--- src/hdl/ubds_div.sv ---
`timescale 1ns / 1ps
// ----------------------------------------------------------------------------
// ubds_div
// Pipelined restoring divider, one quotient bit per stage. Requires
// num < den * 2**QW. Sideband travels alongside the data.
// ----------------------------------------------------------------------------
module ubds_div #(
    parameter int NW = 33,
    parameter int DW = 30,
    parameter int QW = 30,
    parameter int SW = 8
) (
    input  logic          clk,
    input  logic          rst_n,
    input  logic          in_valid,
    input  logic [NW-1:0] num,
    input  logic [DW-1:0] den,
    input  logic [SW-1:0] side,
    output logic          out_valid,
    output logic [QW-1:0] quot,
    output logic [SW-1:0] side_out
);

    logic          v_reg    [0:QW];
    logic [DW-1:0] rem_reg  [0:QW];
    logic [QW-1:0] n_reg    [0:QW];
    logic [QW-1:0] q_reg    [0:QW];
    logic [DW-1:0] den_reg  [0:QW];
    logic [SW-1:0] side_reg [0:QW];

    always_ff @(posedge clk or negedge rst_n)
    begin
        if (!rst_n)
        begin
            v_reg[0] <= 1'b0;
        end
        else
        begin
            v_reg[0] <= in_valid;
        end
    end

    always_ff @(posedge clk)
    begin
        rem_reg[0]  <= DW'(num[NW-1:QW]);
        n_reg[0]    <= num[QW-1:0];
        q_reg[0]    <= '0;
        den_reg[0]  <= den;
        side_reg[0] <= side;
    end

    for (genvar s = 0; s < QW; s++)
    begin : g_stage
        logic [DW:0]   t;
        logic          ge;
        logic [DW:0]   diff;
        logic [DW-1:0] rem_next;

        always_comb
        begin
            t        = {rem_reg[s], n_reg[s][QW-1]};
            ge       = (t >= {1'b0, den_reg[s]});
            diff     = t - {1'b0, den_reg[s]};
            rem_next = ge ? diff[DW-1:0] : t[DW-1:0];
        end

        always_ff @(posedge clk or negedge rst_n)
        begin
            if (!rst_n)
            begin
                v_reg[s+1] <= 1'b0;
            end
            else
            begin
                v_reg[s+1] <= v_reg[s];
            end
        end

        always_ff @(posedge clk)
        begin
            rem_reg[s+1]  <= rem_next;
            n_reg[s+1]    <= {n_reg[s][QW-2:0], 1'b0};
            q_reg[s+1]    <= {q_reg[s][QW-2:0], ge};
            den_reg[s+1]  <= den_reg[s];
            side_reg[s+1] <= side_reg[s];
        end
    end

    assign out_valid = v_reg[QW];
    assign quot      = q_reg[QW];
    assign side_out  = side_reg[QW];

endmodule

--- config.mk ---
export PLATFORM = sky130hd
export DESIGN_NAME = ubds_div
export DESIGN_NICKNAME = d
export VERILOG_FILES = /design/src/hdl/ubds_div.sv
export SDC_FILE = /design/constraint.sdc
export NUM_CORES = 2
export LEC_CHECK = 0
export BUFFER_PORTS_ARGS = -buffer_cell sky130_fd_sc_hd__buf_2
export CORE_MARGIN = 5
export CORE_UTILIZATION = 40
export CTS_BUF_LIST = sky130_fd_sc_hd__clkbuf_4 sky130_fd_sc_hd__clkbuf_8
export DETAILED_ROUTE_END_ITERATION = 10
export SYNTH_ARGS = -nofsm -noshare
export SYNTH_HDL_FRONTEND = slang
export SYNTH_SLANG_ARGS = --single-unit
--- constraint.sdc ---
create_clock -name clk -period 4.49 [get_ports clk]
set_input_delay 0.6735 -clock clk [delete_from_list [all_inputs] [get_ports clk]]
set_output_delay 0.6735 -clock clk [all_outputs]
set_load 0.02 [all_outputs]
## Word level (Yosys, flattened, before mapping)

Memory sizes are Yosys's and may differ from the RTL's.
Index checks and enable logic that the tools add are counted.

| operators by class | value |
|---|---|
| $add $sub $neg | 30 |
| magnitude comparators | 30 |
| muxes and demuxes | 30 |

Operators by type and width:

| operator | number |
|---|---|
| >= comparator 31 x 30 -> 1 bit | 30 |
| 2-to-1 mux 30 bit | 30 |
| subtractor 30 bit | 30 |

| storage, ports and cells | value |
|---|---|
| flip-flop bits (word level) | 31 |
| RAM bits | 3968 |
| output and inout bits | 39 |
| word-level logic and storage cells | 126 |
| memories | 5 |

Memory list:

| name | words | width | rd ports | clocked after memory_dff | write ports | line | source |
|---|---|---|---|---|---|---|---|
| den_reg | 31 | 30 | 30 | 0 | 31 | 28 | `logic [DW-1:0] den_reg [0:QW];` |
| n_reg | 31 | 30 | 30 | 0 | 31 | 26 | `logic [QW-1:0] n_reg [0:QW];` |
| q_reg | 31 | 30 | 31 | 0 | 31 | 27 | `logic [QW-1:0] q_reg [0:QW];` |
| rem_reg | 31 | 30 | 30 | 0 | 31 | 25 | `logic [DW-1:0] rem_reg [0:QW];` |
| side_reg | 31 | 8 | 31 | 0 | 31 | 29 | `logic [SW-1:0] side_reg [0:QW];` |

## Longest topological paths before layout

| logic depth | value |
|---|---|
| word-level depth | 2 |
| mapped depth | 16 |
| gate-level depth less buffers | 14 |

## Least setup slack after synthesis

No wires, ideal clock.

| timing path | value |
|---|---|
| kind | register to register |
| from | mem den_reg[24][1] (netlist: den_reg[1][241]) |
| to | mem rem_reg[25][26] (netlist: rem_reg[6][56]) |
| setup time | 0.123 ns |
| data arrival time | 3.191 ns |
| required time | 4.367 ns |
| path slack | 1.176 ns |
| stages on the path, launching flop included | 14 |
| path buffers | 1 |
| cells stage by stage | dfxtp_1 > inv_1 > ha_1 > nor2b_1 > o2111ai_1 > a311oi_1 > o21ai_1 > o211ai_2 > or4b_1 > a21oi_2 > a31oi_1 > o21ai_4 > buf_6 > mux2_1 |

RTL lines:

| item | line |
|---|---|
| from (decl) | 28 |
| to (decl) | 25 |

==> summary.md <==
| Metric | Value |
|---|---|
| Hpwl dp | `198300 um` |
| WL per Instance | `16.46 um` |
| Layout Utilization | `0.4599` |
| Yosys warns | `0` |
| Worst path slowest cell | `o41ai_1` |
| #FFs+latches synth | `around 3000` |
| Rows | `196` |
| Initial antenna violation count | `7` |
| Die height | `543.9 um` |
| ANT nets after route | `0` |
| Crit Path Max Fanout | `3` |
| Setup violators final | `0` |
| Syn_area_per_cell | `10.16 sq um` |
| Syn Inst Count | `11230` |
| Clk_lat worst skew | `around 1.1 ns` |
| Die width | `roughly 540 um` |
| Critical Path End Type | `flop` |
| Vias in the first global route | `78920` |
| Share of layout cells above drive strength 1 | `0.1169` |
| RSZ-0062 raised after global routing | `false` |
| Largest net degree at the start of global routing | `60` |
| CTS Buffer Depth | `4` |
| Setup TNS | `0 ns` |
| GP Congestion | `just over 0.9` |
| DR DRC count | `0` |
| Worst Path Required | `between 5 and 6 ns` |
| GRT Total Usage | `0.1710` |
| Netlist cell types | `89` |
| Crit path time final | `4.137 ns` |
| Clock skew | `0.06932 ns` |
| CTS tree | `yes` |
| CORE AREA | `284500 sq um` |
| Syn nets | `12200` |
| Final #Nets | `12660` |
| Non-filler cells, final | `15840` |
| WP data arrival | `5.06 ns` |
| Gr ovfl total | `0` |
| CP bufs+invs | `2` |
| Worst Tran Pin Value | `1.002 ns` |
| Asr flop ratio synth | `0.01040` |
| Clock tree sinks | `2982` |
| Die ar. | `295900 sq um` |
| Largest delay contributor family on the critical path | `compound AO/OA/AOI/OAI gates` |
| Synthesis-to-layout area growth | `14.73%` |
| WS Path Type | `flop to flop` |
| Commonest non-fill, non-tap cells in the layout | `2951 x dfxtp_1, 1088 x inv_1, 874 x ha_1` |
| Most common cell after layout, fill and taps aside | `dfxtp_1` |
| Htree depth | `5` |
| Worst path most repeated cell | `o21ai_0` |
| Cell Pwr Density | `around 550 nW/um^2` |
| Worst Setup Start Kind | `flop` |
| DR pass1 iterations | `6` |
| Starting DRC count in detailed routing | `4638` |
| IO buf count | `roughly 110` |
| Tcrit/Tclk final | `0.9213` |
| Cell area after synthesis | `roughly 110000 sq um` |
| # Post-CTS Setup Buffers | `0` |
| Top FF cell, synth | `dfxtp_1` |
| Max-slew headroom | `0.3150` |
| Run status | `finished clean` |
| Vias | `78870` |
| Clock transition at path regs | `0.07 ns` |
| Final Slew Violations | `0` |
| Max IR drop VDD | `a little over 0.0003 V` |
| Register area share after synthesis | `0.5249` |
| Ports | `113` |
| Fmax | `0.2417 GHz` |
| Post-synth EDFFs | `0` |
| Initial core utilization | `0.4008` |
| Worst min-delay path class | `primary input to async pin` |
| Vias per cell | `4.978` |
| Inst Count DP | `approximately 15000` |
| Max reg flops | `900` |
| Max-cap violations | `0` |
| First-pass GRT wire length | `412400 um` |
| Hold Vio Cnt, Final | `0` |
| Pleak | `61.28 nW` |
| Largest stage delay, worst path | `0.68 ns` |
| Post-Route WL | `260800 um` |
| Ordered list of cells on the worst path | `inv_1 -> ha_1 -> fa_1 -> nor2b_1 -> o21ai_0 -> nand2b_1 -> a31oi_1 -> o21ai_1 -> o41ai_1 -> buf_4 -> o21ai_1 -> o41ai_1 -> o21ai_0 -> xnor2_1 -> o21ai_0` |
| TritonCTS buffer count | `480` |
| Root buffer cell | `clkbuf_8` |
==> metal layers <==
metal  vias to the layer above  global-route usage  wire [um]
met1                     36890              0.2085     112000
li1                      39480                   -          -
met5                         -                   0          0
met2                      1910              0.2978     125900
met3                       588             0.03359      13750
met4                         0             0.06466       9078
==> cells in the mapped netlist (54+ instances only) <==
| master | count | share of area |
|---|---|---|
| a211oi_1 | 60 | 0.0040 |
| a21o_1 | 441 | 0.029 |
| a21oi_1 | 841 | 0.037 |
| a31oi_1 | 79 | 0.0043 |
| and3_1 | 65 | 0.0036 |
| buf_2 | 54 | 0.0024 |
| clkbuf_1 | 161 | 0.0053 |
| dfxtp_1 | 2951 | 0.52 |
| ha_1 | 874 | 0.096 |
| inv_1 | 1088 | 0.036 |
| mux2_2 | 276 | 0.027 |
| nand2_1 | 664 | 0.022 |
| nand2b_1 | 104 | 0.0057 |
| nand3_1 | 173 | 0.0076 |
| nand4_1 | 135 | 0.0074 |
| nor2_1 | 598 | 0.020 |
| nor2b_1 | 134 | 0.0074 |
| nor3_1 | 138 | 0.0061 |
| o21a_1 | 105 | 0.0069 |
| o21ai_0 | 691 | 0.030 |
| o21bai_1 | 66 | 0.0043 |
| xnor2_1 | 447 | 0.034 |
| xor2_1 | 268 | 0.021 |
==> layout make-up <==
class	count	area [sq um]
Inverter	1089	4088
Multi-Input combinational cell	6889	49050
Clock inverter	162	2188
Clock buffer	716	9066
Sequential cell	2982	59850
Fill cell	26610	153600
Tap cell	3762	4707
Timing Repair Buffer	238	1864
Antenna cell	5	12.51
==> final timing paths <==
check	cells after the start	slack [ns]	startpoint	end
worst max-delay path	15	0.35	n_reg[5][29]	rem_reg[5][56]
worst min register to register	0	0.28	q_reg[1][218]	q_reg[1][249]
worst min-delay path	2	0.17	rst_n	v_reg[30]
worst max register to register	15	0.35	n_reg[5][29]	rem_reg[5][56]
min in group clk	2	0.20	num[1]	n_reg[0][1]
max in group asynchronous	2	3.84	rst_n	v_reg[7]
==> through the flow <==
step                area, sq um  power [mW]  setup slack, ns  hold WS (ns)
global route             130800       76.99           0.1084       0.08837
finish                   130800       72.55           0.3533        0.1674
CTS                      130800       73.69           0.3611       0.07032
global placement         118800       46.50           0.5611        0.3095
detailed placement       118800       46.72           0.3813        0.3121
floorplan                114000       42.64            1.176        0.3096
==> where the power goes <==
group / switching [mW] / internal, mW / total, mW
Sequential: 1.53 / 28.9 / 30.5
Combinational: 8.74 / 7.04 / 15.8
Clock: 10.8 / 15.5 / 26.3
==> cell families (layout without fill, tap and decap cells) <==
kind of cell / Yosys count / after routing / share of synthesized area
XOR/XNOR: 715 / 715 / 0.05492
adder cells (fa/ha/maj): 903 / 903 / 0.1010
other: 0 / 5 / 0
AND/OR/NAND/NOR: 2260 / 2260 / 0.09482
AO/OA/AOI/OAI: 2701 / 2701 / 0.1474
flip-flops: 2982 / 2982 / 0.5249
buffers and inverters: 1354 / 2205 / 0.04668
multiplexers: 310 / 310 / 0.03026
==> worst reg2reg max path, stage by stage (launching register included) <==
cell,delay [ns]
dfxtp_1,0.35
inv_1,0.07
ha_1,0.20
fa_1,0.23
nor2b_1,0.06
o21ai_0,0.14
nand2b_1,0.13
a31oi_1,0.42
o21ai_1,0.17
o41ai_1,0.36
buf_4,0.21
o21ai_1,0.15
o41ai_1,0.68
o21ai_0,0.25
xnor2_1,0.16
o21ai_0,0.38
==> repair_timing <==
action                     4_1_cts  5_1_grt
resized for setup                0        1
setup endpoints to repair        0       13
hold endpoints to repair       103        0
hold buffers                    73        0
Note: power is estimated with default switching activity, not from simulation.
